===== src/rtl/core/tcaa_pkg.sv =====
// ----------------------------------------------------------------------------
// Three-channel converter averager package
// Shared constants for the averaging filters and the channel slot codes.
// ----------------------------------------------------------------------------
package tcaa_pkg;

    localparam int SAMPLE_W  = 10;
    localparam int SPEED_ACC_W = 16;
    localparam int VOLT_ACC_W  = 12;
    localparam int LEVEL_W   = 10;
    localparam int CURRENT_W = 8;
    localparam int SLOT_W    = 2;

    localparam int SPEED_FILTER_LEN   = 64;
    localparam int VOLTAGE_FILTER_LEN = 4;
    localparam int SPEED_SHIFT   = $clog2(SPEED_FILTER_LEN);
    localparam int VOLTAGE_SHIFT = $clog2(VOLTAGE_FILTER_LEN);

    localparam logic [SAMPLE_W-1:0] SPEED_OFFSET = 10'd512;

    localparam logic [SLOT_W-1:0] SLOT_SPEED   = 2'd0;
    localparam logic [SLOT_W-1:0] SLOT_VOLTAGE = 2'd1;
    localparam logic [SLOT_W-1:0] SLOT_CURRENT = 2'd2;
    localparam logic [SLOT_W-1:0] SLOT_UNUSED  = 2'd3;

    typedef struct packed {
        logic [SLOT_W-1:0]     next_slot;
        logic [SLOT_W-1:0]     slot_updated;
        logic [CURRENT_W-1:0]  current_level;
        logic [LEVEL_W-1:0]    voltage_level;
        logic signed [LEVEL_W-1:0] speed_level;
    } result_t;

endpackage


===== src/rtl/core/three_channel_adc_averager_core.sv =====
// ----------------------------------------------------------------------------
// Three-channel converter averager core
// Round-robin averaging of speed and voltage converter samples; current is held unfiltered.
// ----------------------------------------------------------------------------
//  Channel  | Dir | Payload
//  s_       | in  | tdata[9:0] sample
//  m_       | out | tdata: speed, voltage, current, slot_updated, next_slot
//
// One item per cycle while the result side is not stalled; a sample is captured
// in an input register and its result is then loaded into the result register.
// Reset clears all accumulators, the current value and the slot (speed).
// A stalled result holds the result register and a full input register; input
// is accepted when the input register is empty or the result register can load.
// ----------------------------------------------------------------------------
module three_channel_adc_averager_core (
    input  logic        aclk,
    input  logic        aresetn,
    input  logic        s_tvalid,
    output logic        s_tready,
    input  logic [15:0] s_tdata,   // [9:0] sample, [15:10] zero fill
    output logic        m_tvalid,
    input  logic        m_tready,
    output logic [31:0] m_tdata    // [9:0] speed_level, [19:10] voltage_level,
                                   // [27:20] current_level, [29:28] slot_updated,
                                   // [31:30] next_slot
);

    localparam int SPD_EXT_W = tcaa_pkg::SPEED_ACC_W + 2;
    localparam int VLT_EXT_W = tcaa_pkg::VOLT_ACC_W + 1;

    logic                                   in_valid_reg;
    logic [tcaa_pkg::SAMPLE_W-1:0]          sample_reg;
    logic                                   out_valid_reg;
    tcaa_pkg::result_t                      result_reg;
    tcaa_pkg::result_t                      result_next;

    logic signed [tcaa_pkg::SPEED_ACC_W-1:0] speed_acc_reg, speed_acc_next;
    logic [tcaa_pkg::VOLT_ACC_W-1:0]         volt_acc_reg, volt_acc_next;
    logic [tcaa_pkg::CURRENT_W-1:0]          current_reg, current_next;
    logic [tcaa_pkg::SLOT_W-1:0]             slot_index_reg, slot_index_next;

    logic                                    out_load;
    logic                                    work_en;

    logic signed [SPD_EXT_W-1:0]             spd_acc_ext;
    logic signed [SPD_EXT_W-1:0]             spd_quot;
    logic signed [SPD_EXT_W-1:0]             spd_x;
    logic signed [SPD_EXT_W-1:0]             spd_sum;
    logic [VLT_EXT_W-1:0]                    vlt_sum;
    logic signed [SPD_EXT_W-1:0]             lvl_ext;
    logic signed [SPD_EXT_W-1:0]             lvl_quot;
    logic [tcaa_pkg::VOLT_ACC_W-1:0]         vlt_quot;

    assign out_load = !out_valid_reg || m_tready;
    assign s_tready = !in_valid_reg || out_load;
    assign work_en  = in_valid_reg && out_load;

    // Signed division by a power of two, truncating toward zero.
    function automatic logic signed [SPD_EXT_W-1:0] div_trunc(
        input logic signed [SPD_EXT_W-1:0] v
    );
        logic signed [SPD_EXT_W-1:0] bias;
        bias = v[SPD_EXT_W-1] ? SPD_EXT_W'((1 << tcaa_pkg::SPEED_SHIFT) - 1)
                              : '0;
        return (v + bias) >>> tcaa_pkg::SPEED_SHIFT;
    endfunction

    always_comb begin
        spd_acc_ext = SPD_EXT_W'(speed_acc_reg);
        spd_quot    = div_trunc(spd_acc_ext);
        spd_x       = $signed({{(SPD_EXT_W-tcaa_pkg::SAMPLE_W){1'b0}}, sample_reg})
                    - $signed({{(SPD_EXT_W-tcaa_pkg::SAMPLE_W){1'b0}},
                               tcaa_pkg::SPEED_OFFSET});
        spd_sum     = spd_acc_ext - spd_quot + spd_x;
        vlt_sum     = VLT_EXT_W'(volt_acc_reg)
                    - VLT_EXT_W'(volt_acc_reg >> tcaa_pkg::VOLTAGE_SHIFT)
                    + VLT_EXT_W'(sample_reg);

        speed_acc_next  = speed_acc_reg;
        volt_acc_next   = volt_acc_reg;
        current_next    = current_reg;
        slot_index_next = tcaa_pkg::SLOT_SPEED;

        unique case (slot_index_reg)
            tcaa_pkg::SLOT_SPEED: begin
                if (spd_sum > SPD_EXT_W'(32767)) begin
                    speed_acc_next = 16'sh7FFF;
                end else if (spd_sum < -SPD_EXT_W'(32768)) begin
                    speed_acc_next = 16'sh8000;
                end else begin
                    speed_acc_next = spd_sum[tcaa_pkg::SPEED_ACC_W-1:0];
                end
                slot_index_next = tcaa_pkg::SLOT_VOLTAGE;
            end
            tcaa_pkg::SLOT_VOLTAGE: begin
                volt_acc_next = vlt_sum[VLT_EXT_W-1] ? '1
                              : vlt_sum[tcaa_pkg::VOLT_ACC_W-1:0];
                slot_index_next = tcaa_pkg::SLOT_CURRENT;
            end
            tcaa_pkg::SLOT_CURRENT: begin
                current_next    = sample_reg[tcaa_pkg::SAMPLE_W-1:2];
                slot_index_next = tcaa_pkg::SLOT_SPEED;
            end
            default: begin
                slot_index_next = tcaa_pkg::SLOT_SPEED;
            end
        endcase

        lvl_ext  = SPD_EXT_W'(speed_acc_next);
        lvl_quot = div_trunc(lvl_ext);
        vlt_quot = volt_acc_next >> tcaa_pkg::VOLTAGE_SHIFT;

        if (lvl_quot > SPD_EXT_W'(511)) begin
            result_next.speed_level = 10'sd511;
        end else if (lvl_quot < -SPD_EXT_W'(512)) begin
            result_next.speed_level = -10'sd512;
        end else begin
            result_next.speed_level = lvl_quot[tcaa_pkg::LEVEL_W-1:0];
        end
        result_next.voltage_level = (vlt_quot > tcaa_pkg::VOLT_ACC_W'(1023))
                                  ? '1 : vlt_quot[tcaa_pkg::LEVEL_W-1:0];
        result_next.current_level = current_next;
        result_next.slot_updated  = slot_index_reg;
        result_next.next_slot     = slot_index_next;
    end

    always_ff @(posedge aclk) begin
        if (!aresetn) begin
            in_valid_reg   <= 1'b0;
            out_valid_reg  <= 1'b0;
            speed_acc_reg  <= '0;
            volt_acc_reg   <= '0;
            current_reg    <= '0;
            slot_index_reg <= tcaa_pkg::SLOT_SPEED;
        end else begin
            if (s_tready) begin
                in_valid_reg <= s_tvalid;
            end
            if (out_load) begin
                out_valid_reg <= in_valid_reg;
            end
            if (work_en) begin
                speed_acc_reg  <= speed_acc_next;
                volt_acc_reg   <= volt_acc_next;
                current_reg    <= current_next;
                slot_index_reg <= slot_index_next;
            end
        end
    end

    always_ff @(posedge aclk) begin
        if (s_tready && s_tvalid) begin
            sample_reg <= s_tdata[tcaa_pkg::SAMPLE_W-1:0];
        end
        if (work_en) begin
            result_reg <= result_next;
        end
    end

    assign m_tvalid = out_valid_reg;
    assign m_tdata  = result_reg;

    a_next_slot_follows: assert property (@(posedge aclk) disable iff (!aresetn)
        m_tvalid |->
            ((result_reg.slot_updated == tcaa_pkg::SLOT_SPEED
                && result_reg.next_slot == tcaa_pkg::SLOT_VOLTAGE)
          || (result_reg.slot_updated == tcaa_pkg::SLOT_VOLTAGE
                && result_reg.next_slot == tcaa_pkg::SLOT_CURRENT)
          || (result_reg.slot_updated == tcaa_pkg::SLOT_CURRENT
                && result_reg.next_slot == tcaa_pkg::SLOT_SPEED)))
        else $error("result slot sequence broken");

    a_slot_matches_state: assert property (@(posedge aclk) disable iff (!aresetn)
        work_en |=> (result_reg.next_slot == slot_index_reg))
        else $error("reported next slot differs from slot state");

    a_current_only_in_slot: assert property (@(posedge aclk) disable iff (!aresetn)
        (current_reg != $past(current_reg) && $past(aresetn)) |->
            ($past(work_en) && $past(slot_index_reg) == tcaa_pkg::SLOT_CURRENT))
        else $error("current value changed outside its slot");

endmodule


===== config.mk =====
export PLATFORM = sky130hd
export DESIGN_NAME = three_channel_adc_averager_core
export DESIGN_NICKNAME = d
export VERILOG_FILES = /design/src/rtl/core/tcaa_pkg.sv /design/src/rtl/core/three_channel_adc_averager_core.sv
export SDC_FILE = /design/constraint.sdc
export NUM_CORES = 1
export LEC_CHECK = 0
export BUFFER_PORTS_ARGS = -buffer_cell sky130_fd_sc_hd__buf_4
export CORE_MARGIN = 2
export CORE_UTILIZATION = 40
export DETAILED_ROUTE_END_ITERATION = 16
export GPL_TIMING_DRIVEN = 1
export SYNTH_ARGS = -nofsm -noshare
export SYNTH_HDL_FRONTEND = slang
export SYNTH_SLANG_ARGS = --single-unit

===== constraint.sdc =====
create_clock -name aclk -period 6.71 [get_ports aclk]
set_clock_uncertainty 0.2 [all_clocks]
set_input_delay 1.342 -clock aclk [delete_from_list [all_inputs] [get_ports aclk]]
set_output_delay 1.342 -clock aclk [all_outputs]
set_load 0.1 [all_outputs]

==> qor.csv, run 1 <==
stage;metric;value;unit
synth;synth_edf_count;42;
floorplan;core;15000;um2
sta;period_share;102;%
worst_setup_path;max_stage_delay;590;ps
worst_setup_path;slowest_stage;fa_1;
cts;cts_tree;built;
synth;yosysTopAreaCell;edfxtp_1;
cells_and_area;largest_reg_flops;32;
floorplan;die_y;127;um
sta;setup_slack;-124;ps
drt;drtIter0Drc;507;
sta;rsz0062_at_grt;true;
sta;slew_violations;0;
grt;grt_pass1_vias;5334;
worst_setup_path;cp-end-kind;flip-flop;
grt;grt_usage;21.0;%
grt;grt_max_degree;30;
sta;setup_tns;-1060;ps
cells_and_area;drive_gt1_share;31.1;%
power_and_ir_drop;pwr-share-clk;19.8;%
cts;worstSkewPairLatency;350;ps
grt;grt_pass1_wl;26.8;mm
synth;synth_top_area_share;20.7;%
power_and_ir_drop;p_seq_share;23.0;%
cells_and_area;area_growth;30.5;%
power_and_ir_drop;p_leak;3.35;nW
floorplan;core.rowCount;45;
cts;htreeDepth;3;
synth;netlist_instances;663;
synth;yosys_most_used_dff;edfxtp_1;
cts;clockBufferDepth;2;
cts;ctsHoldBuffers;0;
synth;synth.top_cells.by_area;edfxtp_1 (21%), dfxtp_1 (13%), ha_1 (8.4%);
outcome;violations;negative setup slack;
placed_design;dp_slack;-492;ps
drt;viasPerCell;5.50;
power_and_ir_drop;p_sw;0.00111;W
power_and_ir_drop;total_power;0.00262;W
synth;yosysWarnings;0;
sta;relSlewSlack;24.5;%
drt;ant_nets;0;
grt;grt-ovfl-total;0;
placed_design;routabilityCongestion;0.897;
worst_setup_path;critPathLaunchType;flip-flop;
grt;antenna_found_initial;0;
drt;wl_per_cell;16.9;um
synth;synth_common_cells;a21oi_1 (59), inv_1 (59), nand2_1 (58);
synth;synth-seq-cells;82;
cells_and_area;final_area;7950;um2
placed_design;place_area;7320;um2
worst_setup_path;crit_type;flip-flop to flip-flop;
power_and_ir_drop;vdd_drop_max;0.000180;V
floorplan;dieArea;16200;um2
sta;setup_viol;10;
power_and_ir_drop;pwr-share-comb;57.2;%
cts;root_buffer;clkbuf_16;
synth;ys_async_sr_fraction;0;%
floorplan;top_level_ports;54;
worst_setup_path;crit_required;6620;ps
drt;postRouteWirelength;16.8;mm
cts;path_clk_slew;70;ps
power_and_ir_drop;p_int;0.00151;W
cells_and_area;nNetsFinal;886;
sta;fin_hold_ws;256;ps
sta;hold_viol_final;0;
sta;worst_pin_slew;1130;ps
placed_design;port_buffers;47;
worst_setup_path;cp_max_fo;8;
power_and_ir_drop;sw_frac_of_total;42.4;%
cts;cts_buffers;9;
power_and_ir_drop;p_per_area;330;nW/um2
sta;min_period;6830;ps
worst_hold_path;min_path_type;flip-flop to flip-flop;
run;drv_cap;0;
drt;dr.pass1.iters;9;
synth;yosysSeqAreaShare;33.9;%
floorplan;start_util;40.5;%
sta;fmaxAchievable;146;MHz
drt;drc;0;
worst_setup_path;cp_common_cell;nand3_2;
drt;vias;5466;
worst_setup_path;cp.arrival;6740;ps
cts;clock-sinks;82;
synth;netlist_area;6090;um2
synth;synth.distinct_cells;72;
synth;syn_area_per_cell;9.19;um2
cells_and_area;fill_cells;1345;
synth;syn_nets;749;
floorplan;fp.dieW;127;um
outcome;status;finished with violations;
cells_and_area;n_antenna_cell;0;
placed_design;dp_hpwl;12.6;mm
==> area by class of cell <==
cell class | instances | area [um2] | area share, %
clock inverters | 6 | 72.6 | 0.913
repair buffers | 153 | 1160 | 14.5
well taps | 188 | 235 | 2.96
multi-input cells | 493 | 3960 | 49.8
flip-flops and latches | 82 | 2070 | 26.0
clock buffers | 10 | 229 | 2.88
inverters | 61 | 229 | 2.88
==> path summary, 6_finish.rpt <==
check	cells after the start	end	start	slack [ps]
worst max-delay path	32	m_tdata[6]	speed_acc_reg[15]	-120
worst min register to register	2	current_reg[4]	current_reg[4]	260
worst max register to register	32	m_tdata[6]	speed_acc_reg[15]	-120
worst min-delay path	2	current_reg[4]	current_reg[4]	260
==> logic make-up after synthesis <==
family | count (synthesis) | synth area share [%]
flops | 82 | 33.9
buf+inv | 88 | 6.33
simple gates | 181 | 14.0
xor+xnor | 29 | 4.17
mux | 12 | 2.14
compound gates | 205 | 22.8
fa+ha+maj | 66 | 16.6
==> critical path, delay by kind of cell (launching register included) <==
family / cells / cell delay, ps
flops: 1 / 360
xor+xnor: 1 / 120
simple gates: 13 / 2410
compound gates: 14 / 2180
fa+ha+maj: 4 / 1330
==> per-layer routing <==
layer / GRT usage (%) / part of all wire [%]
met1: 28.4 / 46
met2: 34.2 / 48
met3: 3.14 / 3.4
met4: 8.14 / 2.4
met5: 0 / 0
==> power by group through the flow <==
stage	registers [W]	logic, W	clock network [W]
after floorplan	0.000746	0.000785	0
after global placement	0.000611	0.00132	0
after detailed placement	0.000614	0.00134	0
after CTS	0.000603	0.00145	0.000525
after global routing	0.000606	0.00163	0.000546
final	0.000603	0.00150	0.000520
==> cells in the final DEF (no fill, tap or decap), types with 5 or more instances in the layout <==
cell type  count
a21o_1         8
a21oi_1       52
a21oi_2        5
a31oi_1       21
buf_4        151
clkbuf_16      9
dfxtp_1       38
edfxtp_1      42
fa_1          24
ha_1          36
ha_4           5
inv_1         59
mux2_2         8
nand2_1       56
nand2b_1       7
nand3_1        9
nand3_2        6
nand4_1        7
nor2_1        48
nor2b_1        5
nor3_1        11
o21a_1         6
o21ai_0       34
o21ai_1        5
o221a_2        8
xnor2_1       16
xor2_1        11
==> timing repair <==
item,CTS,global route
gates cloned,0,0
pin swaps,28,10
setup endpoints to repair,10,10
resized for setup,32,14
setup buffers,10,5
==> per-stage QoR <==
step                      utilization [%]  instances
after CTS                            52.2        988
after detailed placement             48.7        962
after global routing                 52.9        993
after floorplan                         -        663
after global placement               48.7        962
final                                52.9        993
(Power assumes the default switching activity.)
==> run 2: changes to the inputs <==
SETUP_SLACK_MARGIN = 0.3   (was unset)
==> run 2 against run 1 <==
The flow still finishes with violations (negative setup slack). Register-to-register slack about the same. Combinational power about the same. Non-clock buffer count decreased by 1. Fmax decreased by 0.16%. First-iteration DRC count decreased by 26%. Setup slack got worse by 11 ps. Wire length increased by 0.79%. Clock power decreased by 11%. Hold slack got worse by 1.1 ps. Utilization increased by 0.19 points. Largest cell class unchanged. Highest routed layer unchanged.
==> qor.csv, run 2 (same netlist as run 1, synthesis figures left out) <==
stage;metric;value;unit;change
power_and_ir_drop;p_sw;0.00111;W;-0.13%
cts;root_buffer;clkbuf_16;;
cts;cts_tree;built;;
power_and_ir_drop;vdd_drop_max;0.000140;V;-22%
cts;clock-sinks;82;;unchanged
floorplan;fp.dieW;127;um;unchanged
floorplan;core;15000;um2;unchanged
grt;grt_usage;21.1;%;+0.096 points
sta;min_period;6840;ps;+10.7 ps
worst_setup_path;crit_required;6580;ps;-40 ps
sta;setup_viol;10;;unchanged
power_and_ir_drop;pwr-share-clk;17.9;%;-1.9 points
drt;viasPerCell;5.63;;+2.2%
cells_and_area;n_antenna_cell;0;;unchanged
placed_design;dp_hpwl;12.8;mm;+1.4%
worst_setup_path;max_stage_delay;550;ps;-40 ps
worst_setup_path;cp_max_fo;6;;-2
cts;clockBufferDepth;2;;unchanged
drt;drtIter0Drc;377;;-26%
cts;path_clk_slew;70;ps;about the same
cells_and_area;layout_commonest_cell;buf_4;;
floorplan;top_level_ports;54;;unchanged
power_and_ir_drop;sw_frac_of_total;42.7;%;+0.39 points
floorplan;die_y;127;um;unchanged
cts;htreeDepth;3;;unchanged
drt;drc;0;;unchanged
cells_and_area;drive_gt1_share;31.7;%;+0.66 points
power_and_ir_drop;p_int;0.00149;W;-1.7%
sta;worst_pin_slew;1170;ps;+38.3 ps
drt;wl_per_cell;17.1;um;+0.89%
drt;postRouteWirelength;16.9;mm;+0.79%
cells_and_area;largest_reg_flops;32;;unchanged
sta;hold_viol_final;0;;unchanged
sta;period_share;102;%;+0.16 points
floorplan;dieArea;16200;um2;unchanged
cells_and_area;fin_cells;992;;-0.10%
cells_and_area;final_area;7980;um2;+0.36%
power_and_ir_drop;p_seq_share;23.2;%;+0.2 points
power_and_ir_drop;p_per_area;325;nW/um2;-1.4%
power_and_ir_drop;p_leak;3.32;nW;-0.84%
drt;ant_nets;0;;unchanged
cts;worstSkewPairLatency;350;ps;about the same
placed_design;routabilityCongestion;0.909;;+1.3%
worst_setup_path;cp-end-kind;flip-flop;;
power_and_ir_drop;pwr-share-comb;58.9;%;+1.7 points
grt;grt_pass1_wl;27.1;mm;+0.98%
sta;rsz0062_at_grt;true;;
cells_and_area;final_cell_mix;buf_4 (151), inv_1 (59), nand2_1 (56);;
cells_and_area;finalCoreUtilization;53.1;%;+0.19 points
placed_design;dpl.cell_count;964;;+0.21%
placed_design;place_area;7330;um2;+0.21%
worst_setup_path;cp.arrival;6720;ps;-20 ps
placed_design;port_buffers;47;;unchanged
cells_and_area;area_growth;31.0;%;
worst_setup_path;path_delay_family;compound AO/OA/AOI/OAI gates;;
sta;fmaxAchievable;146;MHz;-0.16%
power_and_ir_drop;total_power;0.00260;W;-1.0%
worst_setup_path;crit_type;flip-flop to flip-flop;;
worst_setup_path;critPathLaunchType;flip-flop;;
sta;setup_slack;-135;ps;-10.7 ps
floorplan;core.rowCount;45;;unchanged
run;drv_cap;0;;unchanged
worst_setup_path;critical_path_buf_inv_count;1;;+1
drt;vias;5582;;+2.1%
floorplan;start_util;40.5;%;unchanged
sta;fin_hold_ws;255;ps;-1.10 ps
grt;antenna_found_initial;0;;unchanged
grt;grt-ovfl-total;0;;unchanged
outcome;violations;negative setup slack;;
cts;cts_buffers;9;;unchanged
worst_setup_path;slowest_stage;or4_4;;
sta;relSlewSlack;22.0;%;-2.6 points
drt;dr.pass1.iters;5;;-4
grt;grt_max_degree;31;;+3.3%
worst_hold_path;min_path_type;flip-flop to flip-flop;;
sta;slew_violations;0;;unchanged
cells_and_area;nNetsFinal;885;;-0.11%
outcome;status;finished with violations;;
grt;grt_pass1_vias;5456;;+2.3%
[run 2: power groups by stage]
stage                     logic, W  registers, W  clock network, W
after floorplan           0.000788      0.000746                 0
after global placement     0.00133      0.000611                 0
after detailed placement   0.00136      0.000614                 0
after CTS                  0.00145      0.000603          0.000471
after global routing       0.00166      0.000607          0.000492
final                      0.00153      0.000603          0.000464
[run 2: layer usage]
metal  wire length (um)  share of wire (%)  track usage [%]  up-vias
met2               8160                 48             34.4      148
met1               7370                 44             27.4     2737
met4                500                3.0             8.73        0
li1                   -                  -                -     2657
met5                  0                  0                0        -
met3                886                5.2             4.31       40
[run 2: timing repair]
item | in CTS | in global routing
resized for setup | 33 | 21
setup endpoints to repair | 10 | 10
hold buffers | 0 | 0
cloned | 0 | 0
pin swaps | 27 | 27
buffers inserted | 7 | 5
[run 2: final timing paths]
check / startpoint / to / slack (ps) / depth (start not counted)
worst max register to register: speed_acc_reg[1] / m_tdata[8] / -130 / 31
worst min-delay path: current_reg[6] / current_reg[6] / 260 / 2
worst min register to register: current_reg[6] / current_reg[6] / 260 / 2
worst max-delay path: speed_acc_reg[1] / m_tdata[8] / -130 / 31
[run 2: tightest hold or removal path, stage by stage, from the launching register on]
cell and delay [ps]:
dfxtp_1 310, nand2_1 50, a21oi_1 50
[run 2: metrics by stage]
step,setup TNS (ps),worst slack [ps]
floorplan,-279,-111
global placement,-4070,-439
detailed placement,-4980,-524
CTS,-139,-44.3
global route,-4260,-472
finish,-1030,-135
[run 2: area by class of cell]
type                       instances  area [um2]
clock buffer                      11         233
clock inverter                     5        37.5
fill                            1356        7060
inverter                          61         229
multi-input combinational        493        4030
sequential                        82        2070
tap                              188         235
timing repair buffer             152        1140
==> run 3: changes to the inputs <==
BUFFER_PORTS_ARGS = -buffer_cell sky130_fd_sc_hd__buf_2   (was -buffer_cell sky130_fd_sc_hd__buf_4)
==> run 3 against run 2 <==
The run still ends with negative setup slack left. Critical path depth increased by 3. Register-to-register slack better by 20 ps. Clock power up 7.5%. Wire length shrank 2.7%. Critical path type unchanged. Critical endpoint is now m_tdata[2]. Largest cell class unchanged.
==> qor.csv, run 3 (same netlist as run 1, synthesis figures left out) <==
stage;metric;value;unit;change
cts;path_clk_slew;60;ps;about the same
drt;viasPerCell;5.54;;-1.6%
grt;grt_pass1_wl;26.3;mm;-2.8%
drt;vias;5470;;-2.0%
cts;cts_tree;built;;
power_and_ir_drop;vdd_drop_max;0.000170;V;+21%
worst_setup_path;max_stage_delay;520;ps;-30 ps
cells_and_area;finalCoreUtilization;51.9;%;-1.2 points
cells_and_area;drive_gt1_share;30.3;%;-1.5 points
placed_design;routabilityCongestion;0.916;;+0.80%
floorplan;dieArea;16200;um2;unchanged
cells_and_area;nNetsFinal;881;;-0.45%
floorplan;core.rowCount;45;;unchanged
worst_setup_path;r2r_slack;-110;ps;+20 ps
power_and_ir_drop;p_per_area;331;nW/um2;+1.7%
cells_and_area;final_cell_mix;buf_4 (100), inv_1 (59), nand2_1 (56);;
sta;worst_pin_slew;1140;ps;-22.1 ps
sta;hold_viol_final;0;;unchanged
outcome;status;finished with violations;;
cts;htreeDepth;3;;unchanged
sta;setup_viol;10;;unchanged
floorplan;fp.dieW;127;um;unchanged
sta;setup_tns;-916;ps;+113 ps
placed_design;dp_hpwl;12.6;mm;-0.98%
grt;grt_pass1_vias;5247;;-3.8%
worst_setup_path;critPathLaunchType;flip-flop;;
grt;grt_usage;20.5;%;-0.61 points
cells_and_area;layout_commonest_cell;buf_4;;
placed_design;port_buffers;47;;unchanged
drt;met2_wirelength;7.92;mm;-2.9%
worst_setup_path;crit_type;flip-flop to flip-flop;;
drt;ant_nets;0;;unchanged
worst_setup_path;slowest_stage;o41ai_4;;
drt;top_layer_used;met4;;
worst_setup_path;cp-end-kind;flip-flop;;
power_and_ir_drop;p_leak;3.29;nW;-1.2%
grt;grt-ovfl-total;0;;unchanged
outcome;violations;negative setup slack;;
drt;wl_per_cell;16.7;um;-2.3%
sta;period_share;102;%;-0.31 points
grt;grt_max_degree;31;;unchanged
drt;drtIter0Drc;372;;-1.3%
floorplan;start_util;40.5;%;unchanged
drt;met1_length;7.47;mm;+1.3%
cts;cts_buffers;9;;unchanged
worst_setup_path;cp.arrival;6710;ps;about the same
floorplan;core;15000;um2;unchanged
floorplan;die_y;127;um;unchanged
sta;setup_slack;-114;ps;+21.1 ps
cells_and_area;largest_reg_flops;32;;unchanged
sta;slew_violations;0;;unchanged
cts;worstSkewPairLatency;340;ps;about the same
worst_hold_path;min_path_type;flip-flop to flip-flop;;
worst_setup_path;cp_max_fo;5;;-1
placed_design;dp_slack;-593;ps;-69.2 ps
cts;root_buffer;clkbuf_16;;
sta;rsz0062_at_grt;true;;
drt;postRouteWirelength;16.5;mm;-2.7%
worst_setup_path;crit_required;6600;ps;+20 ps
sta;relSlewSlack;23.4;%;+1.5 points
grt;antenna_found_initial;0;;unchanged
drt;wl_met3;703;um;-21%
run;drv_cap;0;;unchanged
cts;clock-sinks;82;;unchanged
drt;drc;0;;unchanged
sta;fmaxAchievable;147;MHz;+0.31%
power_and_ir_drop;total_power;0.00258;W;-0.62%
cells_and_area;n_antenna_cell;0;;unchanged
cells_and_area;area_growth;28.0;%;
floorplan;top_level_ports;54;;unchanged
sta;min_period;6820;ps;-21.1 ps
cts;clockBufferDepth;2;;unchanged
placed_design;dpl.cell_count;962;;-0.21%
cts;ctsHoldBuffers;0;;unchanged
cells_and_area;fin_cells;988;;-0.40%
drt;dr.pass1.iters;5;;unchanged
-- run 3: worst paths after layout --
| kind | startpoint | end | cells past startpoint |
|---|---|---|---|
| worst max register to register | speed_acc_reg[1] | m_tdata[2] | 34 |
| worst min-delay path | current_reg[1] | current_reg[1] | 2 |
| worst max-delay path | speed_acc_reg[1] | m_tdata[2] | 34 |
| worst min register to register | current_reg[1] | current_reg[1] | 2 |
-- run 3: report_power, final --
group	switching, W	internal (W)	total (W)	leakage [nW]
registers	0.0000231	0.000578	0.000601	0.731
clock network	0.000211	0.000288	0.000499	0.141
logic	0.000855	0.000625	0.00148	2.41
total	0.00109	0.00149	0.00258	3.29
-- run 3: layout make-up --
type / count / area, um2
inverter: 61 / 229
tap: 188 / 235
fill: 1348 / 7240
sequential: 82 / 2070
clock inverter: 7 / 67.6
multi-input combinational: 493 / 3970
timing repair buffer: 148 / 997
clock buffer: 9 / 225
-- run 3: stage by stage --
| step | hold slack (ps) | cell area, um2 |
|---|---|---|
| after CTS | 261 | 7680 |
| after floorplan | 234 | 6200 |
| after global routing | 277 | 7790 |
| after global placement | 240 | 7200 |
| after detailed placement | 252 | 7200 |
| final | 257 | 7790 |
-- run 3: repair_timing --
item                                    4_1_cts  5_1_grt
setup buffers                                 6        4
pin swaps                                    32        7
endpoints found under the setup margin       10       10
resized for setup                            31       14
-- run 3: layer usage --
metal	global-route usage, %	vias to the layer above
met5	0	-
met4	7.63	0
met3	3.18	22
met2	33.4	152
met1	27.7	2637
li1	-	2659
-- run 3: critical path: cells and delay by family, from the launching register on --
kind | cells | cell delay, ps
DFF | 1 | 330
adders and majority gates | 4 | 1200
and+or+nand+nor | 10 | 1450
AOI/OAI and AO/OA | 16 | 2760
buffers and inverters | 3 | 490
xor gates and xnor gates | 1 | 120
